[config.mk]
export PLATFORM = sky130hd
export DESIGN_NAME = delimited_frame_receiver
export DESIGN_NICKNAME = d
export VERILOG_FILES = /design/src/sv/dfr_pkg.sv /design/src/sv/dfr_front.sv /design/src/sv/dfr_fifo.sv /design/src/sv/dfr_back.sv /design/src/sv/delimited_frame_receiver.sv
export VERILOG_INCLUDE_DIRS = /design/src /design/src/sv
export SDC_FILE = /design/constraint.sdc
export NUM_CORES = 1
export LEC_CHECK = 0
export ABC_CLOCK_PERIOD_IN_PS = 7700
export BUFFER_PORTS_ARGS = -buffer_cell sky130_fd_sc_hd__buf_2
export CORE_MARGIN = 5
export CORE_UTILIZATION = 45
export CTS_BUF_LIST = sky130_fd_sc_hd__clkbuf_4
export DETAILED_ROUTE_END_ITERATION = 6
export GPL_TIMING_DRIVEN = 1
export PLACE_DENSITY = 0.61
export SETUP_SLACK_MARGIN = 0.4
export SLEW_MARGIN = 15
export SYNTH_ARGS = -nofsm -noshare
export SYNTH_HDL_FRONTEND = slang
export SYNTH_SLANG_ARGS = --single-unit
[constraint.sdc]
create_clock -name clk -period 7.7 [get_ports clk]
set_input_delay 0.385 -clock clk [delete_from_list [all_inputs] [get_ports clk]]
set_output_delay 0.385 -clock clk [all_outputs]
set_load 0.01 [all_outputs]
[src/sv/delimited_frame_receiver_macros.svh]
// Assertion helpers used by delimited_frame_receiver.
`ifndef DELIMITED_FRAME_RECEIVER_MACROS_SVH
`define DELIMITED_FRAME_RECEIVER_MACROS_SVH

// Same-cycle implication, sampled on clk, off while arst_n is low.
`define DFR_ASSERT_NOW(label, ante, cons, msg) \
	label: assert property (@(posedge clk) disable iff (!arst_n) (ante) |-> (cons)) \
		else $error(msg);

// Next-cycle implication, sampled on clk, off while arst_n is low.
`define DFR_ASSERT_NEXT(label, ante, cons, msg) \
	label: assert property (@(posedge clk) disable iff (!arst_n) (ante) |=> (cons)) \
		else $error(msg);

`endif

[src/sv/dfr_pkg.sv]
package dfr_pkg;

	localparam int MAX_FRAME = 1024;               // 8 .. 2047 (frame_byte_count is FBC_W = 11 bits)
	localparam int CNT_W     = $clog2(MAX_FRAME + 1);
	localparam int POS_W     = 10;
	localparam int FBC_W     = 11;
	localparam int WORD_W    = 32;
	localparam int BYTE_W    = 8;
	localparam int POS_MAX   = (1 << POS_W) - 1;

	localparam logic [BYTE_W-1:0] DELIM = 8'hc0;

	// queue between parser and result builder; depth is a power of two
	localparam int QDEPTH = 4;
	localparam int QPTR_W = $clog2(QDEPTH);
	localparam int QCNT_W = $clog2(QDEPTH + 1);

	// output tdata: payload_byte, byte_position, frame_status, command_number,
	// frame_byte_count from bit 0 up, padded to 64 bits
	localparam int TDATA_W = 64;

	typedef enum logic [1:0] {
		MODE_HUNT,
		MODE_SKIP,
		MODE_COLLECT
	} dfr_mode_t;

	typedef enum logic [1:0] {
		ST_OK,
		ST_MISMATCH,
		ST_SHORT,
		ST_OVERFLOW
	} dfr_status_t;

	typedef enum logic {
		OP_DATA,
		OP_END
	} dfr_kind_t;

	typedef struct packed {
		dfr_kind_t         kind;
		logic              first;   // first payload byte of a frame
		logic [BYTE_W-1:0] data;
	} dfr_op_t;

endpackage

[src/sv/dfr_front.sv]
module dfr_front (
	input  logic                   clk,
	input  logic                   arst_n,
	input  logic                   in_valid,
	input  logic                   in_ready,
	input  logic [7:0]             in_byte,
	output logic                   push,
	output dfr_pkg::dfr_op_t       op
);
	import dfr_pkg::*;

	dfr_mode_t mode_q, mode_d;
	logic      take;
	logic      is_delim;

	assign take     = in_valid & in_ready;
	assign is_delim = (in_byte == DELIM);

	always_ff @(posedge clk or negedge arst_n) begin
		if (!arst_n) begin
			mode_q <= MODE_HUNT;
		end else if (take) begin
			mode_q <= mode_d;
		end
	end

	always_comb begin
		mode_d = mode_q;
		case (mode_q)
			MODE_HUNT:    mode_d = is_delim ? MODE_SKIP : MODE_HUNT;
			MODE_SKIP:    mode_d = is_delim ? MODE_SKIP : MODE_COLLECT;
			MODE_COLLECT: mode_d = is_delim ? MODE_HUNT : MODE_COLLECT;
			default:      mode_d = is_delim ? MODE_SKIP : MODE_HUNT;
		endcase
	end

	always_comb begin
		push     = 1'b0;
		op.kind  = OP_DATA;
		op.first = 1'b0;
		op.data  = in_byte;
		case (mode_q)
			MODE_SKIP: begin
				push     = take & ~is_delim;
				op.first = 1'b1;
			end
			MODE_COLLECT: begin
				push    = take;
				op.kind = is_delim ? OP_END : OP_DATA;
			end
			default: begin
				push = 1'b0;
			end
		endcase
	end

endmodule

[src/sv/dfr_fifo.sv]
module dfr_fifo (
	input  logic                          clk,
	input  logic                          arst_n,
	input  logic                          push,
	input  dfr_pkg::dfr_op_t              push_op,
	input  logic                          pop,
	output dfr_pkg::dfr_op_t              head_op,
	output logic                          not_empty,
	output logic                          full,
	output logic [dfr_pkg::QCNT_W-1:0]    count
);
	import dfr_pkg::*;

	dfr_op_t             slot_q [QDEPTH];
	logic [QPTR_W-1:0]   wr_ptr_q, rd_ptr_q;
	logic [QCNT_W-1:0]   count_q;
	logic                do_push, do_pop;

	assign full      = (count_q == QCNT_W'(QDEPTH));
	assign not_empty = (count_q != '0);
	assign do_push   = push & ~full;
	assign do_pop    = pop & not_empty;
	assign head_op   = slot_q[rd_ptr_q];
	assign count     = count_q;

	always_ff @(posedge clk) begin
		if (do_push) begin
			slot_q[wr_ptr_q] <= push_op;
		end
	end

	always_ff @(posedge clk or negedge arst_n) begin
		if (!arst_n) begin
			wr_ptr_q <= '0;
			rd_ptr_q <= '0;
			count_q  <= '0;
		end else begin
			if (do_push) begin
				wr_ptr_q <= (wr_ptr_q == QPTR_W'(QDEPTH - 1)) ? '0 : wr_ptr_q + 1'b1;
			end
			if (do_pop) begin
				rd_ptr_q <= (rd_ptr_q == QPTR_W'(QDEPTH - 1)) ? '0 : rd_ptr_q + 1'b1;
			end
			case ({do_push, do_pop})
				2'b10:   count_q <= count_q + 1'b1;
				2'b01:   count_q <= count_q - 1'b1;
				default: count_q <= count_q;
			endcase
		end
	end

endmodule

[src/sv/dfr_back.sv]
module dfr_back (
	input  logic                           clk,
	input  logic                           arst_n,
	input  logic                           op_valid,
	input  dfr_pkg::dfr_op_t               op,
	output logic                           op_pop,
	output logic                           out_valid,
	input  logic                           out_ready,
	output logic [dfr_pkg::TDATA_W-1:0]    out_data,
	output logic                           out_end
);
	import dfr_pkg::*;

	localparam int USED_W = BYTE_W + POS_W + 2 + WORD_W + FBC_W;

	logic [CNT_W-1:0]   count_q;
	logic [WORD_W-1:0]  length_q, command_q;
	logic               ovf_q;

	logic [CNT_W-1:0]   idx;
	logic [WORD_W-1:0]  length_cur, command_cur;
	logic [WORD_W-1:0]  length_nxt, command_nxt;
	logic               ovf_cur;
	logic [POS_W-1:0]   pos;
	dfr_status_t        status;

	logic               valid_q;
	logic               end_q;
	logic [USED_W-1:0]  data_q;

	assign op_pop    = op_valid & (~valid_q | out_ready);
	assign out_valid = valid_q;
	assign out_end   = end_q;
	assign out_data  = TDATA_W'(data_q);

	// a first byte starts from cleared frame state
	assign idx         = op.first ? '0 : count_q;
	assign length_cur  = op.first ? '0 : length_q;
	assign command_cur = op.first ? '0 : command_q;
	assign ovf_cur     = op.first ? 1'b0 : ovf_q;
	assign pos         = (32'(idx) > 32'(POS_MAX)) ? POS_W'(POS_MAX) : POS_W'(idx);

	always_comb begin
		length_nxt  = length_cur;
		command_nxt = command_cur;
		if (32'(idx) < 32'd4) begin
			length_nxt[8*idx[1:0] +: 8] = op.data;
		end else if (32'(idx) < 32'd8) begin
			command_nxt[8*idx[1:0] +: 8] = op.data;
		end
	end

	always_comb begin
		if (ovf_q) begin
			status = ST_OVERFLOW;
		end else if (32'(count_q) < 32'd4) begin
			status = ST_SHORT;
		end else if (length_q != WORD_W'(count_q)) begin
			status = ST_MISMATCH;
		end else begin
			status = ST_OK;
		end
	end

	always_ff @(posedge clk or negedge arst_n) begin
		if (!arst_n) begin
			count_q   <= '0;
			length_q  <= '0;
			command_q <= '0;
			ovf_q     <= 1'b0;
		end else if (op_pop && op.kind == OP_DATA) begin
			length_q  <= length_nxt;
			command_q <= command_nxt;
			if (32'(idx) >= 32'(MAX_FRAME)) begin
				ovf_q   <= 1'b1;
				count_q <= idx;
			end else begin
				ovf_q   <= ovf_cur;
				count_q <= idx + 1'b1;
			end
		end
	end

	always_ff @(posedge clk or negedge arst_n) begin
		if (!arst_n) begin
			valid_q <= 1'b0;
		end else if (op_pop) begin
			valid_q <= 1'b1;
		end else if (out_ready) begin
			valid_q <= 1'b0;
		end
	end

	always_ff @(posedge clk) begin
		if (op_pop) begin
			end_q <= (op.kind == OP_END);
			if (op.kind == OP_END) begin
				data_q <= {FBC_W'(32'(count_q)), command_q, status, POS_W'(0), BYTE_W'(0)};
			end else begin
				data_q <= {FBC_W'(0), WORD_W'(0), ST_OK, pos, op.data};
			end
		end
	end

endmodule

[src/sv/delimited_frame_receiver.sv]
// channel  dir  tdata                                      tuser
// s_axis   in   [7:0] rx_byte                              -
// m_axis   out  [7:0] payload_byte, [17:8] byte_position,  [0] is_frame_end
//               [19:18] frame_status, [51:20] command_number,
//               [62:52] frame_byte_count, [63] zero
//
// One byte per clock in, one result per clock out, sustained while m_axis_tready stays high.
// On its way out a byte is written by the parser into a 4-entry queue and
// then into the result builder's output register.
// Delimiters that only open or repeat leave the queue untouched.
// s_axis_tready drops only when the queue is full under a stalled m_axis.
// arst_n clears the parser to hunting, empties the queue and the output.
module delimited_frame_receiver (
	input  logic        clk,
	input  logic        arst_n,
	input  logic        s_axis_tvalid,
	output logic        s_axis_tready,
	input  logic [7:0]  s_axis_tdata,   // [7:0] rx_byte
	output logic        m_axis_tvalid,
	input  logic        m_axis_tready,
	output logic [63:0] m_axis_tdata,   // payload_byte, byte_position, frame_status,
	                                    // command_number, frame_byte_count
	output logic        m_axis_tuser    // [0] is_frame_end
);
	import dfr_pkg::*;

	`include "delimited_frame_receiver_macros.svh"

	dfr_op_t            push_op, head_op;
	logic               push, pop;
	logic               q_not_empty, q_full;
	logic [QCNT_W-1:0]  q_count;
	logic               end_ok;

	assign s_axis_tready = ~q_full;
	assign end_ok        = m_axis_tvalid && m_axis_tuser && (m_axis_tdata[19:18] == ST_OK);

	dfr_front u_front (
		.clk      (clk),
		.arst_n   (arst_n),
		.in_valid (s_axis_tvalid),
		.in_ready (s_axis_tready),
		.in_byte  (s_axis_tdata),
		.push     (push),
		.op       (push_op)
	);

	dfr_fifo u_fifo (
		.clk       (clk),
		.arst_n    (arst_n),
		.push      (push),
		.push_op   (push_op),
		.pop       (pop),
		.head_op   (head_op),
		.not_empty (q_not_empty),
		.full      (q_full),
		.count     (q_count)
	);

	dfr_back u_back (
		.clk       (clk),
		.arst_n    (arst_n),
		.op_valid  (q_not_empty),
		.op        (head_op),
		.op_pop    (pop),
		.out_valid (m_axis_tvalid),
		.out_ready (m_axis_tready),
		.out_data  (m_axis_tdata),
		.out_end   (m_axis_tuser)
	);

	`DFR_ASSERT_NOW(a_q_bound, 1'b1, q_count <= QCNT_W'(QDEPTH), "queue count beyond depth")
	`DFR_ASSERT_NOW(a_pop_nonempty, pop, q_count != '0, "pop from empty queue")
	`DFR_ASSERT_NEXT(a_drain, q_not_empty && !m_axis_tvalid, m_axis_tvalid, "queue not drained")
	`DFR_ASSERT_NOW(a_ok_len, end_ok, m_axis_tdata[62:52] >= 11'd4, "ok status on short frame")

endmodule
# After elaboration in Yosys (flattened, before gate mapping)
# Memory sizes are Yosys's and may differ from the RTL's.
# Cells that the tools add are included.
op_classes:
  n_addsub: 6
  mul: 0
  n_div: 0
  n_lt_le_gt_ge: 5
  n_eq_ne: 9
  shift: 2
  mux: 30
  n_bitwise: 10
  reduce_logical: 6
op_table:
  columns: ["op", "count"]
  rows:
  - ["32-bit 2-to-1 mux", 5]
  - ["32-bit bitwise mux", 2]
  - ["5-bit negation with 34-bit output", 1]
  - ["8-bit by 34-bit variable shift with 32-bit output (first input constant)", 1]
  - ["8-bit by 34-bit indexed part select with 32-bit output", 1]
  - ["32-bit by 11-bit inequality test with 1-bit output", 1]
  - ["11-bit by 3-bit less-than comparator with 1-bit output (second input constant)", 2]
  - ["11-bit 2-to-1 mux", 2]
  - ["2-bit 2-to-1 mux", 6]
  - ["11-bit by 1-bit adder with 11-bit output (second input constant)", 1]
  - ["11-bit >= comparator (second input constant)", 1]
  - ["11-bit by 10-bit > comparator with 1-bit output (second input constant)", 1]
  - ["11-bit by 4-bit less-than comparator with 1-bit output (second input constant)", 1]
  - ["1-bit 2-to-1 mux", 11]
  - ["10-bit 2-to-1 mux", 1]
  - ["2-bit equality test (second input constant)", 4]
  - ["8-bit equality test (second input constant)", 1]
  - ["3-bit one-hot mux with 2 select lines", 1]
  - ["2-bit nonzero test", 3]
  - ["1-bit AND", 5]
  - ["2-bit by 1-bit adder with 2-bit output (second input constant)", 2]
  - ["2-bit by 1-bit equality test with 1-bit output (second input constant)", 2]
  - ["1-bit NOT", 4]
  - ["2-bit one-hot mux with 2 select lines", 1]
  - ["other kinds (8)", 8]
totals:
  reg_bits: 150
  latch_bits: 0
  ramBits: 40
  rom_bits: 0
  input_bits: 12
  word_cells: 81
  memories: 1
memory_table:
  columns: ["name", "words", "width", "read_ports", "rd_ports_with_merged_regs", "write_ports", "line", "text"]
  rows:
  - ["u_fifo.slot_q", 4, 10, 1, 0, 1, "dfr_fifo.sv:14", "dfr_op_t slot_q [QDEPTH];"]

# Depth between registers and ports, before layout
# Gate-level depths: netlist (run 1).
depth:
  word_depth: 8
  mapped_depth: 11

# By module
# From an unflattened synthesis (run 1), not the netlist that was laid out.
hier_totals:
  cells_unflattened: 562
  hier_area_um2: 8151.6
modules_own_cells:
  columns: ["module", "n_inst", "cells_each", "area_each_um2", "seq_area_each_um2"]
  rows:
  - ["dfr_back", 1, 442, 6009.5, 3848.7]
  - ["dfr_fifo", 1, 92, 1926.8, 1376.3]
  - ["dfr_front", 1, 27, 211.5, 50.0]
  - ["delimited_frame_receiver", 1, 1, 3.8, 0.0]

# Worst setup path after synthesis (run 1)
# OpenSTA, ideal clock, no wires.
synth_path:
  path_type: "reg2reg"
  from: "register u_back.valid_q, in the netlist u_back.out_valid"
  to: "register u_fifo.count_q[2], in the netlist u_fifo.count[2]"
  setup_ns: 0.079
  arrival_ns: 4.788
  t_required_ns: 7.621
  setup_slack_ns: 2.833
  stages_incl_launch_ff: 9
  path_cell_list: "dfrtp_1 > nor2b_1 > nor2_1 > ha_1 > inv_1 > fa_1 > xor2_1 > nor2_1 > xor2_1"
synth_between:
  elab_chain_cells: 6
  elab_cells_between_ends: 8
synth_lines:
  columns: ["item", "line", "text"]
  rows:
  - ["start: declaration", "dfr_back.sv:27", "logic valid_q;"]
  - ["start signal: assignment", "dfr_back.sv:86", "valid_q <= 1'b0;"]
  - ["start signal: assignment", "dfr_back.sv:88", "valid_q <= 1'b1;"]
  - ["start signal: assignment", "dfr_back.sv:90", "valid_q <= 1'b0;"]
  - ["1-bit NOT *", "dfr_back.sv:31", "assign op_pop = op_valid & (~valid_q | out_ready);"]
  - ["1-bit OR *", "dfr_back.sv:31", null]
  - ["1-bit AND *", "dfr_back.sv:31", null]
  - ["net pop", "delimited_frame_receiver.sv:30", "logic push, pop;"]
  - ["1-bit AND *", "dfr_fifo.sv:22", "assign do_pop = pop & not_empty;"]
  - ["2-bit by 1-bit equality test with 1-bit output or 2-bit equality test (tied branches)", "dfr_fifo.sv:44", "case ({do_push, do_pop})"]
  - ["3-bit one-hot mux with 2 select lines or 2-bit nonzero test (tied branches)", null, null]
  - ["end signal: assignment", "dfr_fifo.sv:45", "2'b10: count_q <= count_q + 1'b1;"]
  - ["end signal: assignment", "dfr_fifo.sv:46", "2'b01: count_q <= count_q - 1'b1;"]
  - ["end signal: assignment", "dfr_fifo.sv:47", "default: count_q <= count_q;"]
  - ["end: declaration", "dfr_fifo.sv:16", "logic [QCNT_W-1:0] count_q;"]
# The timed path passes the listed nets; every way through them passes the cells marked *.
# A chain may end at the register's enable or synchronous reset.

# Worst setup path after layout (run 1)
layout_path:
  from: "register u_fifo.rd_ptr_q[0]"
  to: "register u_back.length_q[27]"
layout_between:
  elab_chain_cells: 6
  elab_cells_between_ends: 11
layout_lines:
  columns: ["item", "line", "text"]
  rows:
  - ["start: declaration", "dfr_fifo.sv:15", "logic [QPTR_W-1:0] wr_ptr_q, rd_ptr_q;"]
  - ["start signal: assignment", "dfr_fifo.sv:42", "rd_ptr_q <= (rd_ptr_q == QPTR_W'(QDEPTH - 1)) ? '0 : rd_ptr_q + 1'b1;"]
  - ["memory read 4 x 10 bit *", null, null]
  - ["11-bit 2-to-1 mux", "dfr_back.sv:37", "assign idx = op.first ? '0 : count_q;"]
  - ["5-bit negation with 34-bit output", "dfr_back.sv:47", "length_nxt[8*idx[1:0] +: 8] = op.data;"]
  - ["8-bit by 34-bit indexed part select with 32-bit output or 8-bit by 34-bit variable shift with 32-bit output (tied branches)", "dfr_back.sv:47", null]
  - ["32-bit bitwise mux", "dfr_back.sv:47", null]
  - ["32-bit 2-to-1 mux", "dfr_back.sv:46", "if (32'(idx) < 32'd4) begin"]
  - ["end signal: assignment", "dfr_back.sv:72", "length_q <= length_nxt;"]
  - ["end: declaration", "dfr_back.sv:17", "logic [WORD_W-1:0] length_q, command_q;"]
# Mark *: on every way between the ends. The rest lies on a longest branch, timed or not.

==> flow_summary.html, run 1 <==
<table>
<tr><th>Metric</th><th>Value</th></tr>
<tr><th colspan="2">Detailed routing</th></tr>
<tr><td>Count of antenna-violating nets left after detailed routing</td><td>0</td></tr>
<tr><td>Vias/cell</td><td>5.41</td></tr>
<tr><td>DRT iter0 DRCs</td><td>287</td></tr>
<tr><td>Vias</td><td>4,595</td></tr>
<tr><td>Detailed-route DRC error count</td><td>0</td></tr>
<tr><td>Initial DRT Pass Iterations</td><td>6</td></tr>
<tr><td>Routed length per placed instance</td><td>18.3 µm</td></tr>
<tr><td>Detailed Route WL</td><td>15,600 µm</td></tr>
<tr><th colspan="2">Final layout</th></tr>
<tr><td>Total non-filler cell area in the finished layout</td><td>8700 µm²</td></tr>
<tr><td>Number of fill cells in the layout</td><td>1,515</td></tr>
<tr><td>Commonest cells after routing, fill and taps aside</td><td>edfxtp_1 (104), dfrtp_1 (86), buf_2 (76)</td></tr>
<tr><td>Final layout net count</td><td>between 600 and 700</td></tr>
<tr><td>Diodes inserted</td><td>0</td></tr>
<tr><td>Multi-input gate area in the final layout</td><td>~2400 µm²</td></tr>
<tr><td>Most frequent standard cell in the layout excluding fill and tap cells</td><td>edfxtp_1</td></tr>
<tr><td>Layout overhead on the synthesized area</td><td>11.2%</td></tr>
<tr><td>Storage cell area</td><td>5280 µm²</td></tr>
<tr><td>Share of layout cells above drive strength 1</td><td>21.2%</td></tr>
<tr><th colspan="2">Worst setup path</th></tr>
<tr><td>Max FO, Critical Path</td><td>25</td></tr>
<tr><td>R2R depth</td><td>6</td></tr>
<tr><td>Worst EP required</td><td>8.15 ns</td></tr>
<tr><td>Worst Setup Path Type</td><td>reg -&gt; reg</td></tr>
<tr><td>Beginning of the worst register-to-register path</td><td>u_fifo.rd_ptr_q[0]</td></tr>
<tr><td>Startpoint kind of the worst setup timing path</td><td>register</td></tr>
<tr><td>R2R Path End</td><td>u_back.length_q[27]</td></tr>
<tr><td>Register-to-register setup slack</td><td>3.90 ns</td></tr>
<tr><td>Type of destination of the critical path</td><td>register</td></tr>
<tr><td>Signal arrival time at the worst endpoint</td><td>between 4 and 5 ns</td></tr>
<tr><th colspan="2">Min path</th></tr>
<tr><td>Type of the tightest min-delay check</td><td>in -&gt; reg</td></tr>
<tr><td>Worst-case hold path end point</td><td>u_fifo.slot_q[3][0]</td></tr>
<tr><td>Hold path start</td><td>s_axis_tdata[0]</td></tr>
<tr><td>Hold depth</td><td>1</td></tr>
<tr><th colspan="2">STA</th></tr>
<tr><td>Min Clock Period, post-route</td><td>approximately 3.8 ns</td></tr>
<tr><td>Max Clk Rate</td><td>0.263 GHz</td></tr>
<tr><td>Pin slew with the least headroom to its limit</td><td>0.958 ns</td></tr>
<tr><td>Post-route fraction of the period consumed by the critical path</td><td>49.4%</td></tr>
<tr><td>Setup-violating endpoint count in the final report</td><td>0</td></tr>
<tr><td>Final Skew</td><td>0.0331 ns</td></tr>
<tr><td>Slew margin rel.</td><td>between 30 and 40%</td></tr>
<tr><td>Setup TNS</td><td>0 ns</td></tr>
<tr><td>Number of pins exceeding their max-slew limit in the final report</td><td>0</td></tr>
<tr><td>Unrepaired setup endpoints after global routing</td><td>false</td></tr>
<tr><td>Number of hold violations in the final report</td><td>0</td></tr>
<tr><th colspan="2">Clock tree</th></tr>
<tr><td>TritonCTS buffer count</td><td>17</td></tr>
<tr><td>Sinks on Clock Net</td><td>190</td></tr>
<tr><td>Clock tree from TritonCTS</td><td>yes</td></tr>
<tr><td>Longest Clk Path Bufs</td><td>2</td></tr>
<tr><td>H-tree depth reported by CTS</td><td>4</td></tr>
<tr><td>Clock latency at the later pin of the worst-skew pair</td><td>0.56 ns</td></tr>
<tr><td>Number of setup buffers added after CTS</td><td>0</td></tr>
<tr><td>Cell chosen for the clock root</td><td>clkbuf_4</td></tr>
<tr><td>Clock transition at path regs</td><td>roughly 0.15 ns</td></tr>
<tr><th colspan="2">Power</th></tr>
<tr><td>Power Dens Cells</td><td>349 nW/µm²</td></tr>
<tr><td>Portion of total power attributed to combinational logic</td><td>33.0%</td></tr>
<tr><td>Internal Pwr Total</td><td>1940 µW</td></tr>
<tr><td>Maximum ir drop on the vdd rail</td><td>0.000130 V</td></tr>
<tr><td>Relative contribution of sequential cells to total power</td><td>49.6%</td></tr>
<tr><td>Leakage</td><td>approximately 0.0035 µW</td></tr>
<tr><td>Switching Share</td><td>36.2%</td></tr>
<tr><td>Switching pwr</td><td>1100 µW</td></tr>
<tr><td>Fraction of power consumed by the clock network</td><td>17.3%</td></tr>
<tr><th colspan="2">Logic synthesis</th></tr>
<tr><td>Flops &amp; latches, synth</td><td>190</td></tr>
<tr><td>Unique masters post-synth</td><td>51</td></tr>
<tr><td>Count of flip-flops with a built-in enable after synthesis</td><td>~100</td></tr>
<tr><td>Number of instances in the synthesized netlist</td><td>541</td></tr>
<tr><td>Syn Nets</td><td>567</td></tr>
<tr><td>Async SR Flop Fraction</td><td>a little under half</td></tr>
<tr><td>Cell area after technology mapping</td><td>7830 µm²</td></tr>
<tr><td>Primary FF master, synth</td><td>edfxtp_1</td></tr>
<tr><td>Number of warnings issued by yosys</td><td>0</td></tr>
<tr><td>Post-Syn Area per Cell</td><td>14.5 µm²</td></tr>
<tr><td>Sequential-to-total area share from yosys stat</td><td>67.4%</td></tr>
<tr><th colspan="2">GRT</th></tr>
<tr><td>Pin count of the biggest net entering global routing</td><td>67</td></tr>
<tr><td>Antenna violations before repair</td><td>0</td></tr>
<tr><td>Via count of the first global-routing pass</td><td>4,684</td></tr>
<tr><td>Remaining Overflow, GRT</td><td>0</td></tr>
<tr><td>Total Routing Usage GR</td><td>16.2%</td></tr>
<tr><td>First-pass GRT wire length</td><td>25,300 µm</td></tr>
<tr><th colspan="2">Placed design</th></tr>
<tr><td>Final HPWL from detailed placement</td><td>10,500 µm</td></tr>
<tr><td>Area after DPL</td><td>~8400 µm²</td></tr>
<tr><td>GPL Wtd Cong</td><td>about 0.83</td></tr>
<tr><td>Number of port buffers</td><td>77</td></tr>
<tr><th colspan="2">Die</th></tr>
<tr><td>Initial Util</td><td>a little under half</td></tr>
<tr><td>Width of the die</td><td>between 100 and 150 µm</td></tr>
<tr><td>Die Outline Area</td><td>20,100 µm²</td></tr>
<tr><td>Cell Rows</td><td>48</td></tr>
<tr><td>Core Region</td><td>17,200 µm²</td></tr>
<tr><td>I/O pin cnt</td><td>79</td></tr>
<tr><td>Overall die height</td><td>about 140 µm</td></tr>
<tr><th colspan="2">Run status</th></tr>
<tr><td>Status</td><td>completed</td></tr>
<tr><th colspan="2">Flow run</th></tr>
<tr><td>Max-cap check violation count</td><td>0</td></tr>
</table>
==> cell type report <==
class / count / area share [%]
Tap cell: 225 / 3.23
Timing Repair Buffer: 83 / 5.06
Sequential cell: 190 / 60.6
Clock inverter: 10 / 1.32
Inverter: 13 / 0.561
Multi-Input combinational cell: 306 / 27.3
Clock buffer: 22 / 1.90
==> worst max path at each step <==
stage          slack (ns)                from  cells after the start                   to
2_1_floorplan        2.83    u_back.out_valid                      8      u_fifo.count[2]
3_3_place_gp         4.03  u_fifo.rd_ptr_q[0]                      4   u_back.length_q[2]
3_5_place_dp         3.88  u_fifo.rd_ptr_q[0]                      6  u_back.length_q[27]
4_1_cts              3.85  u_fifo.rd_ptr_q[0]                      6  u_back.length_q[27]
5_1_grt              3.40  u_fifo.rd_ptr_q[0]                      4   u_back.length_q[6]
6_report             3.90  u_fifo.rd_ptr_q[0]                      6  u_back.length_q[27]
==> cell families after synthesis <==
family,share of synthesized area (%)
compound gates,11.9
mux,3.60
xor+xnor,1.57
buf+inv,2.30
simple gates,10.9
flops,67.4
fa+ha+maj,2.33
other cells,0.0479
==> routing by layer <==
layer | share of wire (%) | track usage [%]
met1 | 45 | 22.1
met5 | 0 | 0
met3 | 5.4 | 3.98
met4 | 1.2 | 4.95
met2 | 49 | 25.7
==> critical path, cell delays in order, from the launching register on <==
cell and delay [ns]:
dfrtp_1 0.82, mux4_2 0.83, nand2b_1 0.32, ha_1 0.29, nor4_2 0.39, nand4b_1 0.63, o2bb2ai_1 0.42
==> repair_timing <==
item | in CTS | in global routing
gates resized for setup | 0 | 0
hold buffers | 3 | 0
endpoints found under the hold margin | 27 | 0
==> power groups by stage <==
| stage | logic [µW] | clock network (µW) | registers, µW |
|---|---|---|---|
| 2_1_floorplan | 670 | 0 | 1520 |
| 3_3_place_gp | 989 | 0 | 1530 |
| 3_5_place_dp | 1010 | 0 | 1530 |
| 4_1_cts | 1020 | 544 | 1510 |
| 5_1_grt | 1110 | 584 | 1540 |
| 6_report | 1010 | 527 | 1510 |
==> synthesized netlist by cell type, types with 2 or more instances <==
master | n | area share [%]
and2_1 | 48 | 3.8
o21ai_1 | 16 | 1.0
a2bb2o_1 | 7 | 0.90
buf_2 | 6 | 0.38
o21ai_0 | 3 | 0.19
ha_1 | 13 | 2.1
nand3_1 | 3 | 0.19
o41ai_1 | 2 | 0.22
nand2_1 | 30 | 1.4
nor4_1 | 6 | 0.48
o31ai_1 | 3 | 0.29
inv_1 | 12 | 0.58
mux4_2 | 10 | 2.9
o21a_1 | 8 | 0.77
o2bb2ai_1 | 57 | 6.4
nor2_1 | 13 | 0.62
a41o_1 | 6 | 0.77
nand4b_1 | 2 | 0.22
a31oi_1 | 4 | 0.32
clkbuf_1 | 24 | 1.2
nor2b_1 | 10 | 0.80
nor4_2 | 2 | 0.32
and4_1 | 3 | 0.34
xor2_1 | 2 | 0.22
and4b_1 | 3 | 0.38
nand4_1 | 8 | 0.64
nor3_1 | 5 | 0.32
nand2b_1 | 4 | 0.32
mux2_2 | 4 | 0.58
or4_1 | 3 | 0.29
a21oi_1 | 5 | 0.32
dfrtp_1 | 86 | 27
xnor2_1 | 12 | 1.3
edfxtp_1 | 104 | 40
==> registers in the layout, indices dropped and copies added (netlist names) <==
register          flops
u_back.out_end        1
u_front.mode_q        2
u_back.out_valid      1
u_back.count_q       11
u_fifo.wr_ptr_q       2
u_fifo.rd_ptr_q       2
u_back.command_q     32
u_fifo.count          3
u_back.data_q        63
u_back.ovf_q          1
u_back.length_q      32
u_fifo.slot_q        40
==> stage by stage <==
step	hold slack [ns]	worst slack, ns	instances	utilization [%]	total power, µW
after floorplan	0.0894	2.83	541	-	2190
after global placement	0.292	4.03	814	48.9	2520
after detailed placement	0.294	3.88	814	48.9	2540
after CTS	0.00663	3.85	849	50.7	3070
after global routing	0.0148	3.40	849	50.7	3240
final	0.0617	3.90	849	50.7	3040
Power figures use the tool's default switching activity.
==> run 2: changes to the inputs <==
- ABC_CLOCK_PERIOD_IN_PS: 7700 -> 3690
- clock period: 7.7 -> 3.69 ns (I/O delays scaled with it)
==> flow_summary.html, run 2 (same netlist as run 1, synthesis figures left out) <==
<table>
<tr><th>Metric</th><th>Value</th></tr>
<tr><th colspan="2">Run status</th></tr>
<tr><td>Status</td><td>completed</td></tr>
<tr><th colspan="2">STA</th></tr>
<tr><td>Final Skew</td><td>0.0181 ns (-0.0151 ns)</td></tr>
<tr><td>Minimum setup slack in the final design</td><td>0.632 ns (-3.26 ns)</td></tr>
<tr><td>Slew margin rel.</td><td>39.9% (+3.8 points)</td></tr>
<tr><td>Post-route fraction of the period consumed by the critical path</td><td>82.9% (+33 points)</td></tr>
<tr><td>Max Clk Rate</td><td>0.327 GHz (+24%)</td></tr>
<tr><td>Setup TNS</td><td>0 ns (unchanged)</td></tr>
<tr><td>Pin slew with the least headroom to its limit</td><td>0.899 ns (-0.0591 ns)</td></tr>
<tr><td>Number of pins exceeding their max-slew limit in the final report</td><td>0 (unchanged)</td></tr>
<tr><td>Min Clock Period, post-route</td><td>3.06 ns (-0.746 ns)</td></tr>
<tr><td>Unrepaired setup endpoints after global routing</td><td>false</td></tr>
<tr><td>Number of hold violations in the final report</td><td>0 (unchanged)</td></tr>
<tr><td>Setup-violating endpoint count in the final report</td><td>0 (unchanged)</td></tr>
<tr><th colspan="2">Placed design</th></tr>
<tr><td>Number of port buffers</td><td>77 (unchanged)</td></tr>
<tr><td>Final HPWL from detailed placement</td><td>10,900 µm (+3.3%)</td></tr>
<tr><td>Worst slack, placed</td><td>0.593 ns (-3.29 ns)</td></tr>
<tr><td>GPL Wtd Cong</td><td>0.801 (-3.4%)</td></tr>
<tr><td>Placed Cells</td><td>823 (+1.1%)</td></tr>
<tr><th colspan="2">Final layout</th></tr>
<tr><td>Storage cell area</td><td>5280 µm² (unchanged)</td></tr>
<tr><td>Register with the highest flop count</td><td>u_back.data_q</td></tr>
<tr><td>Layout overhead on the synthesized area</td><td>13.1%</td></tr>
<tr><td>Most frequent standard cell in the layout excluding fill and tap cells</td><td>edfxtp_1</td></tr>
<tr><td>Diodes inserted</td><td>0 (unchanged)</td></tr>
<tr><td>Largest registers</td><td>u_back.data_q x63, u_fifo.slot_q x40</td></tr>
<tr><td>Share of layout cells above drive strength 1</td><td>22.2% (+1.0 points)</td></tr>
<tr><td>Number of fill cells in the layout</td><td>1,510 (-0.33%)</td></tr>
<tr><td>Number of flip-flops under the largest register name</td><td>63 (unchanged)</td></tr>
<tr><td>Final layout net count</td><td>654 (+2.7%)</td></tr>
<tr><td>Commonest cells after routing, fill and taps aside</td><td>edfxtp_1 (104), dfrtp_1 (86), buf_2 (76)</td></tr>
<tr><td>Multi-input gate area in the final layout</td><td>2380 µm² (unchanged)</td></tr>
<tr><td>Number of non-filler instances in the completed layout</td><td>866 (+2.0%)</td></tr>
<tr><th colspan="2">Clock tree</th></tr>
<tr><td>TritonCTS buffer count</td><td>17 (unchanged)</td></tr>
<tr><td>Longest Clk Path Bufs</td><td>2 (unchanged)</td></tr>
<tr><td>Sinks on Clock Net</td><td>190 (unchanged)</td></tr>
<tr><td>Cell chosen for the clock root</td><td>clkbuf_4</td></tr>
<tr><td>Clock tree from TritonCTS</td><td>yes</td></tr>
<tr><td>Clock latency at the later pin of the worst-skew pair</td><td>0.58 ns (+0.02 ns)</td></tr>
<tr><td>H-tree depth reported by CTS</td><td>4 (unchanged)</td></tr>
<tr><td>Resized Gates After CTS</td><td>0 (unchanged)</td></tr>
<tr><td>Clock transition at path regs</td><td>0.15 ns (about the same)</td></tr>
<tr><th colspan="2">Worst setup path</th></tr>
<tr><td>Max FO, Critical Path</td><td>12 (-52%)</td></tr>
<tr><td>Worst EP required</td><td>4.19 ns (-3.96 ns)</td></tr>
<tr><td>Type of destination of the critical path</td><td>register</td></tr>
<tr><td>Worst Setup Path Type</td><td>reg -&gt; reg</td></tr>
<tr><td>Signal arrival time at the worst endpoint</td><td>3.56 ns (-0.69 ns)</td></tr>
<tr><td>Startpoint kind of the worst setup timing path</td><td>register</td></tr>
<tr><th colspan="2">GRT</th></tr>
<tr><td>Remaining Overflow, GRT</td><td>0 (unchanged)</td></tr>
<tr><td>First-pass GRT wire length</td><td>26,200 µm (+3.5%)</td></tr>
<tr><td>Pin count of the biggest net entering global routing</td><td>70 (+4.5%)</td></tr>
<tr><td>Total Routing Usage GR</td><td>16.7% (+0.49 points)</td></tr>
<tr><td>Via count of the first global-routing pass</td><td>4,921 (+5.1%)</td></tr>
<tr><td>Antenna violations before repair</td><td>0 (unchanged)</td></tr>
<tr><th colspan="2">Detailed routing</th></tr>
<tr><td>Initial DRT Pass Iterations</td><td>4 (-2)</td></tr>
<tr><td>Vias/cell</td><td>5.47 (+1.1%)</td></tr>
<tr><td>Routed length per placed instance</td><td>18.4 µm (+0.22%)</td></tr>
<tr><td>Count of antenna-violating nets left after detailed routing</td><td>0 (unchanged)</td></tr>
<tr><td>Vias</td><td>4,737 (+3.1%)</td></tr>
<tr><td>Detailed-route DRC error count</td><td>0 (unchanged)</td></tr>
<tr><td>DRT iter0 DRCs</td><td>261 (-9.1%)</td></tr>
<tr><td>Detailed Route WL</td><td>15,900 µm (+2.2%)</td></tr>
<tr><th colspan="2">Die</th></tr>
<tr><td>I/O pin cnt</td><td>79 (unchanged)</td></tr>
<tr><td>Core Region</td><td>17,200 µm² (unchanged)</td></tr>
<tr><td>Initial Util</td><td>45.6% (unchanged)</td></tr>
<tr><td>Width of the die</td><td>142 µm (unchanged)</td></tr>
<tr><td>Die Outline Area</td><td>20,100 µm² (unchanged)</td></tr>
<tr><td>Overall die height</td><td>142 µm (unchanged)</td></tr>
<tr><td>Cell Rows</td><td>48 (unchanged)</td></tr>
<tr><th colspan="2">Min path</th></tr>
<tr><td>Type of the tightest min-delay check</td><td>in -&gt; reg</td></tr>
<tr><th colspan="2">Power</th></tr>
<tr><td>Maximum ir drop on the vdd rail</td><td>0.000280 V (+120%)</td></tr>
<tr><td>Power Dens Cells</td><td>727 nW/µm² (+110%)</td></tr>
<tr><td>Leakage</td><td>0.00362 µW (+2.5%)</td></tr>
<tr><th colspan="2">Flow run</th></tr>
<tr><td>Max-cap check violation count</td><td>0 (unchanged)</td></tr>
</table>
[run 2: layer usage]
layer	GRT usage (%)	share of wire, %	routed length, µm	vias up
li1	-	-	-	2215
met1	22.6	45	7180	2368
met2	26.6	48	7660	131
met3	3.74	5.1	805	23
met4	5.86	1.7	269	0
met5	0	0	0	-
[run 2: cell type report]
type | count | area share, %
multi-input combinational | 306 | 26.9
inverter | 13 | 0.551
timing repair buffer | 100 | 6.61
tap | 225 | 3.18
clock buffer | 17 | 1.44
clock inverter | 15 | 1.78
sequential | 190 | 59.6
[run 2: power breakdown]
group          internal (µW)  total [µW]  switching, µW
Clock                    414        1140            723
Sequential              2790        3110            321
Combinational            858        2190           1330
Total                   4070        6440           2370
[run 2: repair_timing]
item | in CTS | in global routing
endpoints found under the setup margin | 0 | 16
hold buffers | 10 | 0
endpoints found under the hold margin | 102 | 0
buffers inserted | 0 | 1
[run 2: worst paths after layout]
kind                                      from  cells after the start             endpoint  slack (ns)
min in group asynchronous               arst_n                      2      u_fifo.count[0]        0.24
max                         u_fifo.rd_ptr_q[1]                      7  u_back.length_q[28]        0.63
min reg2reg                u_back.command_q[1]                      1  u_back.command_q[1]        0.50
max in group asynchronous               arst_n                      3   u_back.length_q[4]        2.68
min                              m_axis_tready                      3     u_back.out_valid        0.09
max reg2reg                 u_fifo.rd_ptr_q[1]                      7  u_back.length_q[28]        0.63
[run 2: worst max-delay path: stages, from the launching register on]
cell	delay (ns)
dfrtp_1	0.67
mux4_2	0.47
nand2b_1	0.27
ha_1	0.30
nor4_2	0.43
nand4b_1	0.40
buf_4	0.31
o2bb2ai_1	0.14
[run 2: stage by stage]
| stage | utilization, % | hold WS, ns | cell area [µm²] | power [µW] |
|---|---|---|---|---|
| 6_report | 51.6 | 0.0875 | 8850 | 6440 |
| 3_5_place_dp | 49.3 | 0.350 | 8460 | 5350 |
| 4_1_cts | 51.5 | 0.0300 | 8850 | 6500 |
| 5_1_grt | 51.6 | 0.0365 | 8850 | 6850 |
| 2_1_floorplan | - | -0.111 | 7830 | 4550 |
| 3_3_place_gp | 49.3 | 0.337 | 8460 | 5300 |
==> run 3: changes to the inputs <==
- ABC_CLOCK_PERIOD_IN_PS: 3690 -> 2550
- PLACE_DENSITY: 0.61 -> 0.63
- clock period: 3.69 -> 2.55 ns (I/O delays scaled with it)
==> flow_summary.html, run 3 (same netlist as run 1, synthesis figures left out) <==
<table>
<tr><th>Metric</th><th>Value</th></tr>
<tr><th colspan="2">Power</th></tr>
<tr><td>Leakage</td><td>0.00395 µW (+9.3%)</td></tr>
<tr><td>Maximum ir drop on the vdd rail</td><td>0.000535 V (+91%)</td></tr>
<tr><td>Power Dens Cells</td><td>1070 nW/µm² (+47%)</td></tr>
<tr><th colspan="2">Worst setup path</th></tr>
<tr><td>R2R Path End</td><td>u_back.length_q[11]</td></tr>
<tr><td>Max FO, Critical Path</td><td>8 (-4)</td></tr>
<tr><td>Worst Setup Path Type</td><td>reg -&gt; reg</td></tr>
<tr><td>Cell type of the slowest stage on the worst timing path</td><td>mux4_2</td></tr>
<tr><td>CP delay by family, top</td><td>simple AND/OR/NAND/NOR gates</td></tr>
<tr><td>Register-to-register setup slack</td><td>0.28 ns (-0.35 ns)</td></tr>
<tr><td>Startpoint kind of the worst setup timing path</td><td>register</td></tr>
<tr><td>Type of destination of the critical path</td><td>register</td></tr>
<tr><td>Signal arrival time at the worst endpoint</td><td>2.75 ns (-0.81 ns)</td></tr>
<tr><td>Worst EP required</td><td>3.03 ns (-1.16 ns)</td></tr>
<tr><td>Worst path cell trace</td><td>buf_4 -&gt; mux4_2 -&gt; nor4_4 -&gt; nand4_1 -&gt; buf_6 -&gt; o2bb2ai_2</td></tr>
<tr><td>Beginning of the worst register-to-register path</td><td>u_fifo.rd_ptr_q[0]</td></tr>
<tr><td>Stage delay of the slowest cell on the critical path</td><td>0.64 ns (-0.03 ns)</td></tr>
<tr><td>Crit path buffers/inverters</td><td>2 (+1)</td></tr>
<tr><td>Source of the critical timing path</td><td>u_fifo.rd_ptr_q[0]</td></tr>
<tr><td>Number of stages on the worst setup path</td><td>6 (-1)</td></tr>
<tr><td>R2R depth</td><td>6 (-1)</td></tr>
<tr><td>Crit path to</td><td>u_back.length_q[11]</td></tr>
<tr><th colspan="2">Clock tree</th></tr>
<tr><td>Clock latency at the later pin of the worst-skew pair</td><td>0.57 ns (about the same)</td></tr>
<tr><td>Cell chosen for the clock root</td><td>clkbuf_4</td></tr>
<tr><td>Clock tree from TritonCTS</td><td>yes</td></tr>
<tr><td>Sinks on Clock Net</td><td>190 (unchanged)</td></tr>
<tr><td>Longest Clk Path Bufs</td><td>2 (unchanged)</td></tr>
<tr><td>TritonCTS buffer count</td><td>17 (unchanged)</td></tr>
<tr><td>H-tree depth reported by CTS</td><td>4 (unchanged)</td></tr>
<tr><td>Clock transition at path regs</td><td>0.14 ns (about the same)</td></tr>
<tr><th colspan="2">STA</th></tr>
<tr><td>Setup-violating endpoint count in the final report</td><td>0 (unchanged)</td></tr>
<tr><td>Number of hold violations in the final report</td><td>0 (unchanged)</td></tr>
<tr><td>Final Skew</td><td>0.0267 ns (+0.00864 ns)</td></tr>
<tr><td>Setup TNS</td><td>0 ns (unchanged)</td></tr>
<tr><td>Pin slew with the least headroom to its limit</td><td>0.807 ns (-0.0924 ns)</td></tr>
<tr><td>Max Clk Rate</td><td>0.440 GHz (+35%)</td></tr>
<tr><td>Min Clock Period, post-route</td><td>2.27 ns (-0.786 ns)</td></tr>
<tr><td>Post-route fraction of the period consumed by the critical path</td><td>89.1% (+6.2 points)</td></tr>
<tr><td>Unrepaired setup endpoints after global routing</td><td>true</td></tr>
<tr><td>Min Hold Slack</td><td>0.180 ns (+0.0926 ns)</td></tr>
<tr><td>Slew margin rel.</td><td>46.2% (+6.3 points)</td></tr>
<tr><td>Number of pins exceeding their max-slew limit in the final report</td><td>0 (unchanged)</td></tr>
<tr><th colspan="2">Final layout</th></tr>
<tr><td>Commonest cells after routing, fill and taps aside</td><td>edfxtp_1 (104), dfrtp_1 (85), buf_2 (77)</td></tr>
<tr><td>Number of flip-flops under the largest register name</td><td>63 (unchanged)</td></tr>
<tr><td>Register with the highest flop count</td><td>u_back.data_q</td></tr>
<tr><td>Share of layout cells above drive strength 1</td><td>40.1% (+18 points)</td></tr>
<tr><td>Final layout net count</td><td>691 (+5.7%)</td></tr>
<tr><td>Number of fill cells in the layout</td><td>1,384 (-8.3%)</td></tr>
<tr><td>Diodes inserted</td><td>0 (unchanged)</td></tr>
<tr><td>Largest registers</td><td>u_back.data_q x63, u_fifo.slot_q x40</td></tr>
<tr><td>Most frequent standard cell in the layout excluding fill and tap cells</td><td>edfxtp_1</td></tr>
<tr><td>Layout overhead on the synthesized area</td><td>26.5%</td></tr>
<tr><th colspan="2">Min path</th></tr>
<tr><td>Type of the tightest min-delay check</td><td>in -&gt; async</td></tr>
<tr><th colspan="2">Die</th></tr>
<tr><td>Die Outline Area</td><td>20,100 µm² (unchanged)</td></tr>
<tr><td>Overall die height</td><td>142 µm (unchanged)</td></tr>
<tr><td>Initial Util</td><td>45.6% (unchanged)</td></tr>
<tr><td>Cell Rows</td><td>48 (unchanged)</td></tr>
<tr><td>Core Region</td><td>17,200 µm² (unchanged)</td></tr>
<tr><td>Width of the die</td><td>142 µm (unchanged)</td></tr>
<tr><td>I/O pin cnt</td><td>79 (unchanged)</td></tr>
<tr><th colspan="2">Detailed routing</th></tr>
<tr><td>DRT iter0 DRCs</td><td>252 (-3.4%)</td></tr>
<tr><td>Detailed Route WL</td><td>17,200 µm (+8.3%)</td></tr>
<tr><td>Detailed-route DRC error count</td><td>0 (unchanged)</td></tr>
<tr><td>Vias</td><td>4,937 (+4.2%)</td></tr>
<tr><td>Count of antenna-violating nets left after detailed routing</td><td>0 (unchanged)</td></tr>
<tr><td>Routed length per placed instance</td><td>19.1 µm (+3.9%)</td></tr>
<tr><td>Vias/cell</td><td>5.47 (about the same)</td></tr>
<tr><td>Initial DRT Pass Iterations</td><td>7 (+3)</td></tr>
<tr><th colspan="2">Run status</th></tr>
<tr><td>Status</td><td>completed</td></tr>
<tr><th colspan="2">GRT</th></tr>
<tr><td>Total Routing Usage GR</td><td>17.5% (+0.89 points)</td></tr>
<tr><td>Via count of the first global-routing pass</td><td>5,070 (+3.0%)</td></tr>
<tr><td>Pin count of the biggest net entering global routing</td><td>87 (+24%)</td></tr>
<tr><td>First-pass GRT wire length</td><td>27,700 µm (+5.5%)</td></tr>
<tr><td>Remaining Overflow, GRT</td><td>0 (unchanged)</td></tr>
<tr><td>Antenna violations before repair</td><td>0 (unchanged)</td></tr>
<tr><th colspan="2">Placed design</th></tr>
<tr><td>Number of port buffers</td><td>77 (unchanged)</td></tr>
<tr><td>GPL Wtd Cong</td><td>0.835 (+4.2%)</td></tr>
<tr><td>Final HPWL from detailed placement</td><td>11,300 µm (+3.9%)</td></tr>
<tr><th colspan="2">Flow run</th></tr>
<tr><td>Max-cap check violation count</td><td>0 (unchanged)</td></tr>
</table>
run 3: how the worst min path moves through the flow:
stage                     slack, ns             from             endpoint
final                          0.18           arst_n   u_back.length_q[6]
after global routing           0.20  s_axis_tdata[3]  u_fifo.slot_q[3][9]
after CTS                      0.17  s_axis_tdata[3]    u_front.mode_q[1]
after detailed placement       0.36  s_axis_tdata[1]  u_fifo.slot_q[1][1]
after global placement         0.35  s_axis_tdata[1]  u_fifo.slot_q[3][1]
after floorplan               -0.17           arst_n  u_back.command_q[0]
run 3: power by group:
part / switching [µW] / internal, µW
logic: 2540 / 1900
registers: 480 / 4040
clock network: 1000 / 591
total: 4020 / 6530
run 3: cell type report:
type | instances | area [µm²] | share of cell area [%]
Clock buffer | 18 | 135 | 1.37
Clock inverter | 14 | 143 | 1.44
Sequential cell | 190 | 5280 | 53.3
Tap cell | 225 | 282 | 2.84
Timing Repair Buffer | 137 | 940 | 9.49
Inverter | 13 | 48.8 | 0.493
Multi-Input combinational cell | 306 | 3070 | 31.1
run 3: layer usage:
| metal | GRT usage, % | part of all wire (%) | vias up |
|---|---|---|---|
| li1 | - | - | 2293 |
| met1 | 23.7 | 45 | 2496 |
| met2 | 28.6 | 49 | 117 |
| met3 | 3.57 | 4.2 | 31 |
| met4 | 5.81 | 2.1 | 0 |
| met5 | 0 | 0 | - |
run 3: repair_timing:
| item | in CTS | in global routing |
|---|---|---|
| endpoints found under the hold margin | 121 | 0 |
| resized for setup | 23 | 51 |
| pin swaps | 3 | 13 |
| gates cloned | 1 | 0 |
| setup buffers | 5 | 12 |
| endpoints found under the setup margin | 74 | 85 |
| hold buffers | 12 | 0 |
run 3: per-stage QoR:
stage	cell area (µm²)	cells	util [%]	setup WS, ns	total power, µW
2_1_floorplan	8230	541	-	-0.138	7070
3_3_place_gp	8940	841	52.1	0.100	8310
3_5_place_dp	8940	841	52.1	-0.0244	8370
4_1_cts	9490	891	55.3	0.334	10200
5_1_grt	9900	903	57.6	0.210	11200
6_report	9900	903	57.6	0.278	10600
